===== src/rtl/rtprt_pkg.sv =====
// Package for the RTP packet receive tracker.
// Holds the sequence limits, status codes and register indexes.
// No dependencies.
package rtprt_pkg;

  localparam logic [15:0] DROPOUT_LIMIT  = 16'd3000;
  localparam logic [15:0] MISORDER_EDGE  = 16'd65435;  // 65535 minus the misorder limit
  localparam logic [7:0]  LATE_LIMIT     = 8'd200;
  localparam logic [7:0]  LATE_RUN_MAX   = 8'd255;

  typedef logic [1:0] status_t;
  localparam status_t STATUS_OK        = 2'd0;
  localparam status_t STATUS_MISORDER  = 2'd1;
  localparam status_t STATUS_LATE      = 2'd2;
  localparam status_t STATUS_SKEW      = 2'd3;

  typedef logic [1:0] reg_idx_t;
  localparam reg_idx_t REG_SKEW_THRESHOLD = 2'd0;
  localparam reg_idx_t REG_QUEUE_PACKETS  = 2'd1;
  localparam reg_idx_t REG_FRAME_SAMPLES  = 2'd2;

  localparam logic [15:0] SKEW_THRESHOLD_RST = 16'd256;
  localparam logic [7:0]  QUEUE_PACKETS_RST  = 8'd4;
  localparam logic [13:0] FRAME_SAMPLES_RST  = 14'd256;

endpackage


===== src/rtl/rtp_packet_receive_tracker.sv =====
// RTP packet receive tracker: sequence tracking, skew smoothing, jitter and playout.
// Depends on rtprt_pkg.
//
// Usage: one word on the input channel is one RTP header (sequence number,
// media timestamp, arrival time) plus the current playout time. Each word
// yields exactly one result word with a status, the extended sequence number,
// the playout time, the skew correction, the jitter estimate, the highest
// extended sequence number and a resync flag.
// Both channels use valid/stall; a word moves when valid is high and stall low.
// A word accepted is held in the input register, processed from there and
// registered into the result register once the result stage is free.
// While the receiver does not stall, one word per cycle is sustained; the
// input register and the result register are parted so that a new word is
// taken while a finished result still waits. The per-word update of the
// tracking state is combinational add, compare and shift logic, which sets
// the one-word-per-cycle rate.
// When the receiver stalls, the result holds; the input register still fills
// once, then in_stall rises until the result is taken.
// Reset clears both stages, returns the registers to their defaults and puts
// the tracker in the need-sync state, so the first packet resyncs.
// Registers (APB, byte address 4*i): skew_threshold, queue_packets,
// frame_samples. Write them only while the block is idle.
module rtp_packet_receive_tracker (
  input  logic        clk,
  input  logic        rst_n,
  input  logic        in_valid,
  output logic        in_stall,
  input  logic [15:0] in_seq_num,
  input  logic [31:0] in_rtp_timestamp,
  input  logic [31:0] in_arrival_time,
  input  logic [31:0] in_playtime_now,
  output logic        out_valid,
  input  logic        out_stall,
  output logic [1:0]  out_status,
  output logic [31:0] out_extended_seq,
  output logic [31:0] out_playout_time,
  output logic signed [16:0] out_clock_adjust,
  output logic signed [31:0] out_jitter_estimate,
  output logic [31:0] out_max_extended,
  output logic        out_resynced,
  input  logic        psel,
  input  logic        penable,
  input  logic        pwrite,
  input  logic [3:0]  paddr,
  input  logic [31:0] pwdata,
  output logic [31:0] prdata,
  output logic        pready
);

  // Configuration registers.
  logic [15:0] skew_thr_r;
  logic [7:0]  queue_pkts_r;
  logic [13:0] frame_smp_r;
  logic [21:0] fixed_delay_r;
  logic        cfg_wr;
  rtprt_pkg::reg_idx_t cfg_idx;

  assign pready  = 1'b1;
  assign cfg_idx = paddr[3:2];
  assign cfg_wr  = psel & penable & pwrite;

  always_comb begin
    case (cfg_idx)
      rtprt_pkg::REG_SKEW_THRESHOLD: prdata = {16'd0, skew_thr_r};
      rtprt_pkg::REG_QUEUE_PACKETS:  prdata = {24'd0, queue_pkts_r};
      rtprt_pkg::REG_FRAME_SAMPLES:  prdata = {18'd0, frame_smp_r};
      default:                       prdata = 32'd0;
    endcase
  end

  always_ff @(posedge clk) begin
    if (!rst_n) begin
      skew_thr_r   <= rtprt_pkg::SKEW_THRESHOLD_RST;
      queue_pkts_r <= rtprt_pkg::QUEUE_PACKETS_RST;
      frame_smp_r  <= rtprt_pkg::FRAME_SAMPLES_RST;
    end else if (cfg_wr) begin
      case (cfg_idx)
        rtprt_pkg::REG_SKEW_THRESHOLD: skew_thr_r   <= pwdata[15:0];
        rtprt_pkg::REG_QUEUE_PACKETS:  queue_pkts_r <= pwdata[7:0];
        rtprt_pkg::REG_FRAME_SAMPLES:  frame_smp_r  <= pwdata[13:0];
        default: ;
      endcase
    end
  end

  // The fixed playout delay only changes with the registers, so it is kept ready.
  always_ff @(posedge clk) begin
    fixed_delay_r <= queue_pkts_r * frame_smp_r;
  end

  // Input register.
  logic        s1_valid_r;
  logic [15:0] s1_seq_r;
  logic [31:0] s1_ts_r;
  logic [31:0] s1_arr_r;
  logic [31:0] s1_now_r;
  logic        adv;
  logic        in_take;

  assign adv      = s1_valid_r & (~out_valid | ~out_stall);
  assign in_stall = s1_valid_r & ~adv;
  assign in_take  = in_valid & ~in_stall;

  always_ff @(posedge clk) begin
    if (!rst_n) begin
      s1_valid_r <= 1'b0;
    end else if (in_take) begin
      s1_valid_r <= 1'b1;
    end else if (adv) begin
      s1_valid_r <= 1'b0;
    end
  end

  always_ff @(posedge clk) begin
    if (in_take) begin
      s1_seq_r <= in_seq_num;
      s1_ts_r  <= in_rtp_timestamp;
      s1_arr_r <= in_arrival_time;
      s1_now_r <= in_playtime_now;
    end
  end

  // Tracking state.
  logic        need_sync_r,  need_sync_nxt;
  logic [15:0] highest_r,    highest_nxt;
  logic [15:0] wrap_r,       wrap_nxt;
  logic [16:0] bad_seq_r,    bad_seq_nxt;
  logic [31:0] ts_offset_r,  ts_offset_nxt;
  logic        skew_first_r, skew_first_nxt;
  logic [31:0] delay_est_r,  delay_est_nxt;
  logic [31:0] active_r,     active_nxt;
  logic        jit_first_r,  jit_first_nxt;
  logic [31:0] prev_tr_r,    prev_tr_nxt;
  logic [31:0] jitter_r,     jitter_nxt;
  logic [7:0]  late_run_r,   late_run_nxt;
  logic [31:0] max_ext_r,    max_ext_nxt;

  // Result values.
  rtprt_pkg::status_t res_status;
  logic [31:0] res_ext;
  logic [31:0] res_playout;
  logic [16:0] res_adj;
  logic        res_resync;

  // Working values.
  logic [31:0] cur_off, min_off, off1, base, diff, d_tr, absd, s2, s2b, d3, pl_minus_now;
  logic [15:0] udelta;
  logic        init, drop, wrap_inc;
  logic        sf_eff, jf_eff;
  logic [31:0] de_eff, act_eff, jv_eff, prev_eff, de_new, adj32, playout;
  logic [36:0] de_sum;
  logic [32:0] diff33, thr33, nthr33;
  logic        skew_dn, skew_up;
  logic [7:0]  lr_inc;

  always_comb begin
    need_sync_nxt  = need_sync_r;
    highest_nxt    = highest_r;
    wrap_nxt       = wrap_r;
    bad_seq_nxt    = bad_seq_r;
    skew_first_nxt = skew_first_r;
    delay_est_nxt  = delay_est_r;
    active_nxt     = active_r;
    jit_first_nxt  = jit_first_r;
    prev_tr_nxt    = prev_tr_r;
    jitter_nxt     = jitter_r;
    late_run_nxt   = late_run_r;
    max_ext_nxt    = max_ext_r;
    init     = 1'b0;
    drop     = 1'b0;
    wrap_inc = 1'b0;

    cur_off = s1_arr_r - s1_ts_r;
    diff    = cur_off - ts_offset_r;
    min_off = diff[31] ? cur_off : ts_offset_r;
    udelta  = s1_seq_r - highest_r;

    // Sequence tracking.
    if (need_sync_r) begin
      init = 1'b1;
      need_sync_nxt = 1'b0;
    end else if (udelta < rtprt_pkg::DROPOUT_LIMIT) begin
      wrap_inc = (s1_seq_r < highest_r);
    end else if (udelta <= rtprt_pkg::MISORDER_EDGE) begin
      if ({1'b0, s1_seq_r} == bad_seq_r) begin
        init = 1'b1;
      end else begin
        drop = 1'b1;
        bad_seq_nxt = {1'b0, s1_seq_r} + 17'd1;
      end
    end

    // Statistics as seen after a possible restart.
    off1    = init ? cur_off : min_off;
    sf_eff  = init | skew_first_r;
    jf_eff  = init | jit_first_r;
    de_eff  = init ? 32'd0 : delay_est_r;
    act_eff = init ? 32'd0 : active_r;
    jv_eff  = init ? 32'd0 : jitter_r;
    prev_eff = jf_eff ? cur_off : prev_tr_r;

    if (init) begin
      highest_nxt = s1_seq_r;
      wrap_nxt    = 16'd0;
    end else if (!drop && udelta < rtprt_pkg::DROPOUT_LIMIT) begin
      highest_nxt = s1_seq_r;
      wrap_nxt    = wrap_r + {15'd0, wrap_inc};
    end

    res_ext = {wrap_nxt, s1_seq_r};
    if (init) begin
      max_ext_nxt = {16'd0, s1_seq_r};
    end else if (!drop && res_ext > max_ext_r) begin
      max_ext_nxt = res_ext;
    end
    base = s1_ts_r + off1;

    // Skew smoothing: floor((31*est + delay) / 32).
    de_sum = {de_eff, 5'd0} - {5'd0, de_eff} + {5'd0, cur_off};
    de_new = de_sum[36:5];
    diff33 = {1'b0, act_eff} - {1'b0, de_new};
    diff33 = {diff33[31], diff33[31:0]};
    thr33  = {17'd0, skew_thr_r};
    nthr33 = 33'd0 - thr33;
    skew_dn = ~sf_eff & ($signed(diff33) >= $signed(thr33));
    skew_up = ~sf_eff & ~skew_dn & ($signed(diff33) <= $signed(nthr33));
    ts_offset_nxt = off1;
    if (sf_eff) begin
      skew_first_nxt = 1'b0;
      delay_est_nxt  = cur_off;
      active_nxt     = cur_off;
      adj32          = 32'd0;
    end else begin
      delay_est_nxt = de_new;
      active_nxt    = act_eff;
      adj32         = 32'd0;
      if (skew_dn) begin
        ts_offset_nxt = off1 - {16'd0, skew_thr_r};
        active_nxt    = de_new;
        adj32         = 32'd0 - {16'd0, skew_thr_r};
      end else if (skew_up) begin
        ts_offset_nxt = off1 + {16'd0, skew_thr_r};
        active_nxt    = de_new;
        adj32         = {16'd0, skew_thr_r};
      end
    end

    // Jitter: est += (|d| - est) / 16, truncated toward zero.
    d_tr = prev_eff - cur_off;
    absd = d_tr[31] ? (32'd0 - d_tr) : d_tr;
    s2   = absd - jv_eff;
    s2b  = s2 + (s2[31] ? 32'd15 : 32'd0);
    d3   = {{4{s2b[31]}}, s2b[31:4]};
    jitter_nxt    = jv_eff + d3;
    prev_tr_nxt   = cur_off;
    jit_first_nxt = 1'b0;

    // Playout and the late check.
    playout      = base + adj32 + {10'd0, fixed_delay_r};
    pl_minus_now = playout - s1_now_r;
    lr_inc       = (late_run_r == rtprt_pkg::LATE_RUN_MAX) ? late_run_r : late_run_r + 8'd1;
    res_adj      = adj32[16:0];
    res_playout  = playout;
    res_resync   = init;
    if (pl_minus_now[31]) begin
      late_run_nxt = lr_inc;
      if (lr_inc > rtprt_pkg::LATE_LIMIT) begin
        need_sync_nxt = 1'b1;
      end
      res_status = rtprt_pkg::STATUS_LATE;
    end else begin
      late_run_nxt = 8'd0;
      res_status = (skew_dn && skew_thr_r != 16'd0) ? rtprt_pkg::STATUS_SKEW
                                                    : rtprt_pkg::STATUS_OK;
    end

    // A misordered word touches only the offset minimum and the expected jump.
    if (drop) begin
      highest_nxt    = highest_r;
      wrap_nxt       = wrap_r;
      max_ext_nxt    = max_ext_r;
      ts_offset_nxt  = min_off;
      skew_first_nxt = skew_first_r;
      delay_est_nxt  = delay_est_r;
      active_nxt     = active_r;
      jit_first_nxt  = jit_first_r;
      prev_tr_nxt    = prev_tr_r;
      jitter_nxt     = jitter_r;
      late_run_nxt   = late_run_r;
      need_sync_nxt  = need_sync_r;
      res_status     = rtprt_pkg::STATUS_MISORDER;
      res_ext        = 32'd0;
      res_playout    = 32'd0;
      res_adj        = 17'd0;
      res_resync     = 1'b0;
    end
  end

  always_ff @(posedge clk) begin
    if (!rst_n) begin
      need_sync_r  <= 1'b1;
      highest_r    <= 16'd0;
      wrap_r       <= 16'd0;
      bad_seq_r    <= 17'd1;
      ts_offset_r  <= 32'd0;
      skew_first_r <= 1'b1;
      delay_est_r  <= 32'd0;
      active_r     <= 32'd0;
      jit_first_r  <= 1'b1;
      prev_tr_r    <= 32'd0;
      jitter_r     <= 32'd0;
      late_run_r   <= 8'd0;
      max_ext_r    <= 32'd0;
    end else if (adv) begin
      need_sync_r  <= need_sync_nxt;
      highest_r    <= highest_nxt;
      wrap_r       <= wrap_nxt;
      bad_seq_r    <= bad_seq_nxt;
      ts_offset_r  <= ts_offset_nxt;
      skew_first_r <= skew_first_nxt;
      delay_est_r  <= delay_est_nxt;
      active_r     <= active_nxt;
      jit_first_r  <= jit_first_nxt;
      prev_tr_r    <= prev_tr_nxt;
      jitter_r     <= jitter_nxt;
      late_run_r   <= late_run_nxt;
      max_ext_r    <= max_ext_nxt;
    end
  end

  // Result register.
  logic out_valid_r;
  assign out_valid = out_valid_r;

  always_ff @(posedge clk) begin
    if (!rst_n) begin
      out_valid_r <= 1'b0;
    end else if (adv) begin
      out_valid_r <= 1'b1;
    end else if (!out_stall) begin
      out_valid_r <= 1'b0;
    end
  end

  always_ff @(posedge clk) begin
    if (adv) begin
      out_status          <= res_status;
      out_extended_seq    <= res_ext;
      out_playout_time    <= res_playout;
      out_clock_adjust    <= $signed(res_adj);
      out_jitter_estimate <= $signed(jitter_nxt);
      out_max_extended    <= max_ext_nxt;
      out_resynced        <= res_resync;
    end
  end

endmodule


===== config.mk =====
export PLATFORM = sky130hd
export DESIGN_NAME = rtp_packet_receive_tracker
export DESIGN_NICKNAME = d
export VERILOG_FILES = /design/src/rtl/rtprt_pkg.sv /design/src/rtl/rtp_packet_receive_tracker.sv
export SDC_FILE = /design/constraint.sdc
export NUM_CORES = 2
export LEC_CHECK = 0
export ABC_CLOCK_PERIOD_IN_PS = 16000
export BUFFER_PORTS_ARGS = -buffer_cell sky130_fd_sc_hd__buf_2
export CAP_MARGIN = 20
export CORE_ASPECT_RATIO = 0.5
export CORE_MARGIN = 2
export CORE_UTILIZATION = 58
export CTS_BUF_LIST = sky130_fd_sc_hd__clkbuf_8
export DETAILED_ROUTE_END_ITERATION = 7
export PLACE_DENSITY = 0.8
export SLEW_MARGIN = 10
export SYNTH_ARGS = -nofsm -noshare
export SYNTH_HDL_FRONTEND = slang
export SYNTH_SLANG_ARGS = --single-unit

===== constraint.sdc =====
create_clock -name clk -period 16 [get_ports clk]
set_input_delay 0.8 -clock clk [delete_from_list [all_inputs] [get_ports clk]]
set_output_delay 0.8 -clock clk [all_outputs]
set_load 0.02 [all_outputs]

Word-level counts from Yosys, hierarchy flattened

Index checks and enable logic that the tools add are counted.

Add/sub/neg operators: 22
Multipliers: 1
Order comparisons: 7
Equal/unequal tests: 5
Multiplexer cells: 48
Bitwise logic cells: 21
Reductions and logical operators: 15

Operator list:

| cell                    | count |
|---|---|
| $mux W32                | 21 |
| $sub A32 B32 Y32        | 6 |
| $add A32 B32 Y32        | 3 |
| $mux W16                | 5 |
| $pmux W16 S3            | 1 |
| $add A37 B32 Y37        | 1 |
| $sub A37 B32 Y37        | 1 |
| $sub A1 B16 Y17 const A | 2 |
| $add A32 B16 Y32        | 1 |
| $add A32 B22 Y32        | 1 |
| $add A32 B4 Y32         | 1 |
| $ge A32 B17 Y1          | 1 |
| $gt A32 B32 Y1          | 1 |
| $le A32 B17 Y1          | 1 |
| $sub A1 B32 Y32 const A | 1 |
| $sub A32 B16 Y32        | 1 |
| $mul A8 B14 Y22         | 1 |
| $add A16 B1 Y17 const B | 1 |
| $eq A16 B17 Y1          | 1 |
| $add A16 B1 Y16         | 1 |
| $le A16 B16 Y1 const B  | 1 |
| $lt A16 B12 Y1 const B  | 1 |
| $lt A16 B16 Y1          | 1 |
| $mux W1                 | 16 |
| 21 further kinds        | 48 |

Register bits: 574
Output and inout bits: 183

Logic depth before layout (Yosys ltp)

Word-level depth: 21
Depth in mapped cells: 99

Least setup slack after synthesis

No wires, ideal clock.

Kind: reg2reg
Start: register s1_seq_r[0]
End: register need_sync_r
Arrival: 17.299 ns
Data required time: 15.878 ns
Path slack: -1.421 ns
Stages on the path, launching flop included: 91
Path through: edfxtp_1 inv_1 ha_1 inv_1 fa_1 a211oi_2 o21ai_1 a221oi_1 o2111ai_1 o311ai_0 and3_1 and4_1 buf_4 o31a_1 buf_2 clkbuf_1 clkbuf_1 clkbuf_1 (+55 left out) or3_1 o21ai_0 o41a_1 a21oi_1 xnor2_1 ha_1 a21oi_1 nor2b_1 o21ai_0 nand2b_1 a21oi_1 nor2b_1 o21ai_0 nand2b_1 a221oi_1 xor2_1 xnor2_2 a221o_1

Cells in the longest elaborated chain, start to end: 21

RTL lines:

| what                                               | RTL line                                                             | text |
|---|---|---|
| start: declaration                                 | rtp_packet_receive_tracker.sv:93                                     | `logic [15:0] s1_seq_r;` |
| start signal: assignment                           | rtp_packet_receive_tracker.sv:116                                    | `s1_seq_r <= in_seq_num;` |
| $sub A16 B16 Y16 or $eq A16 B17 Y1 (tied branches) | rtp_packet_receive_tracker.sv:176, rtp_packet_receive_tracker.sv:185 |  |
| $le A16 B16 Y1 or $mux W1 (tied branches)          | rtp_packet_receive_tracker.sv:184, rtp_packet_receive_tracker.sv:185 |  |
| $mux W1                                            | rtp_packet_receive_tracker.sv:184                                    | `end else if (udelta <= rtprt_pkg::MISORDER_EDGE) begin` |
| $mux W1 (*)                                        | rtp_packet_receive_tracker.sv:182                                    | `end else if (udelta < rtprt_pkg::DROPOUT_LIMIT) begin` |
| $mux W1 (*)                                        | rtp_packet_receive_tracker.sv:179                                    | `if (need_sync_r) begin` |
| $mux W32                                           | rtp_packet_receive_tracker.sv:197                                    | `de_eff = init ? 32'd0 : delay_est_r;` |
| $sub A37 B32 Y37                                   | rtp_packet_receive_tracker.sv:219                                    | `de_sum = {de_eff, 5'd0} - {5'd0, de_eff} + {5'd0, cur_off};` |
| $add A37 B32 Y37                                   | rtp_packet_receive_tracker.sv:219                                    |  |
| (+7 left out)                                      | n/a                                                                  |  |
| $mux W32                                           | rtp_packet_receive_tracker.sv:237                                    | `if (skew_dn) begin` |
| $mux W32 (*)                                       | rtp_packet_receive_tracker.sv:228                                    | `if (sf_eff) begin` |
| named net adj32[2]                                 | rtp_packet_receive_tracker.sv:150                                    | `logic [31:0] de_eff, act_eff, jv_eff, prev_eff, de_new, adj32, playout;` |
| $add A32 B32 Y32 (*)                               | rtp_packet_receive_tracker.sv:259                                    | `playout = base + adj32 + {10'd0, fixed_delay_r};` |
| $add A32 B22 Y32 (*)                               | rtp_packet_receive_tracker.sv:259                                    |  |
| named net playout[24]                              | rtp_packet_receive_tracker.sv:150                                    |  |
| $sub A32 B32 Y32 (*)                               | rtp_packet_receive_tracker.sv:260                                    | `pl_minus_now = playout - s1_now_r;` |
| $mux W1 (*)                                        | rtp_packet_receive_tracker.sv:265                                    | `if (pl_minus_now[31]) begin` |
| end signal: assignment                             | rtp_packet_receive_tracker.sv:315                                    | `need_sync_r <= need_sync_nxt;` |
| end: declaration                                   | rtp_packet_receive_tracker.sv:124                                    | `logic need_sync_r, need_sync_nxt;` |

The timed path passes the listed nets; every way through them passes the cells marked *.
A chain may end at the register's enable or synchronous reset.

Worst setup path after layout

Ends and elaborated chain as after synthesis.

==> reports/metrics.yaml <==
status:
  status: "finished with violations"
  violations: "setup timing"
timing:
  hold_viol: 0
  worst_slack_ns: -0.679
  skew_ns: 0.0623
  relSlewSlack_pct: 19.9
  tightest_slew_ns: 1.20
  min_period_over_period_pct: 104
  rsz0062_at_grt: "true"
  finalSetupViolCount: 12
  maxSlewViolCount: 0
  fmax_mhz: 60.0
  period_needed_ns: 16.68
synth:
  synth.distinct_cells: 106
  synth_seq_cells: 574
  synth_warnings: 0
  synthArstFlopShare_pct: 0
  synth_ff_type: "dfxtp_1"
  synth_enable_flop_cells: 260
  seq_area_frac_synth_pct: 29.9
  syn_area_um2: 47100
  netlist_instances: 5537
  postSynthAreaPerCell_um2: 8.51
run:
  cap_violations: 0
global_route:
  grt_usage_pct: 35.5
  grt_max_degree: 83
  antenna_found_initial: 11
  grt_pass1_vias: 43787
  grt-ovfl-total: 0
  grt_pass1_wl_um: 236000
layout:
  drive_gt1_share_pct: 22.8
  final_cell_mix: "695 x buf_4, 642 x nand2_1, 567 x inv_1, 446 x ha_1, 385 x a21oi_1"
  fin_nets: 7210
  nFillCells: 5772
  area_delta_synth_final_pct: 23.3
  design_area_um2: 58100
  final_common_cell: "buf_4"
worst_hold_path:
  hold_class: "in2reg"
cts:
  clk_path_buf_depth: 3
  clkSinkCount: 574
  clk_latency_ns: 0.83
  cts_root_buf: "clkbuf_8"
  clk_pin_slew_worst_paths_ns: 0.07
  hold_buffers: 0
  cts_buffers: 88
  h-tree-depth: 3
  cts_tree: "yes"
floorplanning:
  fp.dieW_um: 407
  start_util_pct: 59.0
  row_count: 73
  core_area_um2: 79900
  io_pins: 338
  dieHeight_um: 206
  dieArea_um2: 83700
place:
  finalWeightedCongestion: 0.969
  place_ws_ns: -0.911
  port_buffers: 302
  place_hpwl_um: 115000
  placed_cell_area_um2: 54200
drt:
  drc: 0
  drt-wirelength-per-cell_um: 20.4
  routed_wl_um: 155000
  drt-pass1-iter-count: 6
  vias: 45472
  routed_via_density: 5.98
  drtAntennaViolNets: 0
  drt_iter0_drc: 4868
setup_path:
  crit_type: "reg2reg"
  crit_path_start_kind: "flip-flop"
  critPathSlowestCell: "fa_1"
  cp_max_fo: 5
  critPathArrivalTime_ns: 17.39
  slowest_delay_ns: 0.47
  crit_path_frequent_cell: "a21oi_2"
  cp.required_ns: 16.71
  cp-end-kind: "flip-flop"
pwr:
  p_leak_nw: 26.7
  pwr_density_cell_nw_per_um2: 208
  peakVddDrop_v: 0.000221
[cell type report]
| type | count | area, um^2 | share of cell area [%] |
|---|---|---|---|
| clock inverter | 69 | 672 | 1.16 |
| inverter | 549 | 2070 | 3.57 |
| clock buffer | 96 | 1320 | 2.27 |
| timing repair buffer | 1025 | 7100 | 12.2 |
| tap | 1087 | 1360 | 2.34 |
| antenna | 9 | 22.5 | 0.0388 |
| sequential | 574 | 14100 | 24.3 |
| multi-input combinational | 4193 | 31400 | 54.1 |
[final timing paths]
check             cells past startpoint            end  slack [ns]            from
setup / recovery                     88    need_sync_r       -0.68     s1_seq_r[0]
hold reg to reg                       2  prev_tr_r[12]        0.46   prev_tr_r[12]
hold / removal                        1   s1_seq_r[15]        0.17  in_seq_num[15]
setup reg to reg                     88    need_sync_r       -0.68     s1_seq_r[0]
[worst max-delay path: cells and delay by family (launching register included)]
kind                       cells  cell delay [ns]
and+or+nand+nor               18             2.46
adders and majority gates      9             2.98
DFF                            1             0.40
xor gates and xnor gates       5             1.01
AOI/OAI and AO/OA             46             8.44
buffers and inverters          9             1.11
muxes                          1             0.21
[logic make-up (layout without fill, tap and decap cells)]
family / count (synthesis) / after routing / share of synthesized area (%)
adder cells (fa/ha/maj): 629 / 629 / 19.2
AO/OA/AOI/OAI: 1370 / 1370 / 18.7
buffers and inverters: 785 / 1739 / 6.50
multiplexers: 84 / 84 / 1.87
XOR/XNOR: 348 / 348 / 6.48
flip-flops: 574 / 574 / 29.9
other: 2 / 26 / 0.0159
AND/OR/NAND/NOR: 1745 / 1745 / 17.3
[Yosys cell counts (60+ instances only)]
cell,instances,share of area [%]
nand2_1,654,5.2
inv_1,546,4.3
ha_1,464,12
a21oi_1,439,4.7
nor2_1,397,3.2
dfxtp_1,314,13
o21ai_0,290,3.1
edfxtp_1,260,17
xnor2_1,235,4.4
clkbuf_1,181,1.4
and2_1,162,2.2
fa_1,160,6.8
a21o_1,112,1.8
xor2_1,112,2.1
nor3_1,109,1.2
nand3_1,85,0.90
a211oi_1,63,1.0
nor2b_1,62,0.82
o21bai_1,60,0.96
[metrics by stage]
| stage | utilization, % | std cells | total power [mW] | setup TNS (ns) | hold WS (ns) |
|---|---|---|---|---|---|
| 6_report | 72.7 | 7602 | 12.1 | -6.79 | 0.168 |
| 5_1_grt | 72.7 | 7602 | 12.9 | -16.73 | 0.125 |
| 3_5_place_dp | 67.8 | 7341 | 9.74 | -13.81 | 0.447 |
| 4_1_cts | 71.1 | 7548 | 11.4 | -4.07 | 0.125 |
| 3_3_place_gp | 67.8 | 7338 | 9.45 | -5.49 | 0.443 |
| 2_1_floorplan | - | 5552 | 7.03 | -0.542 | 0.431 |
[layer usage]
metal	track usage, %	vias up	wire length (um)
met5	0	-	24
met4	14.6	6	6610
met3	8.96	470	15800
met2	56.3	2219	69400
met1	46.3	21768	63000
li1	-	21009	-
[where the power goes]
part	internal (mW)	switching, mW
registers	1.83	0.0837
clock network	0.759	0.664
logic	4.07	4.65
[what timing repair did]
action,in CTS,in global routing
buffers inserted,41,45
endpoints found under the setup margin,26,39
gates resized for setup,67,194
pin swaps,92,107
cloned,1,1
Note: power is estimated with default switching activity, not from simulation.
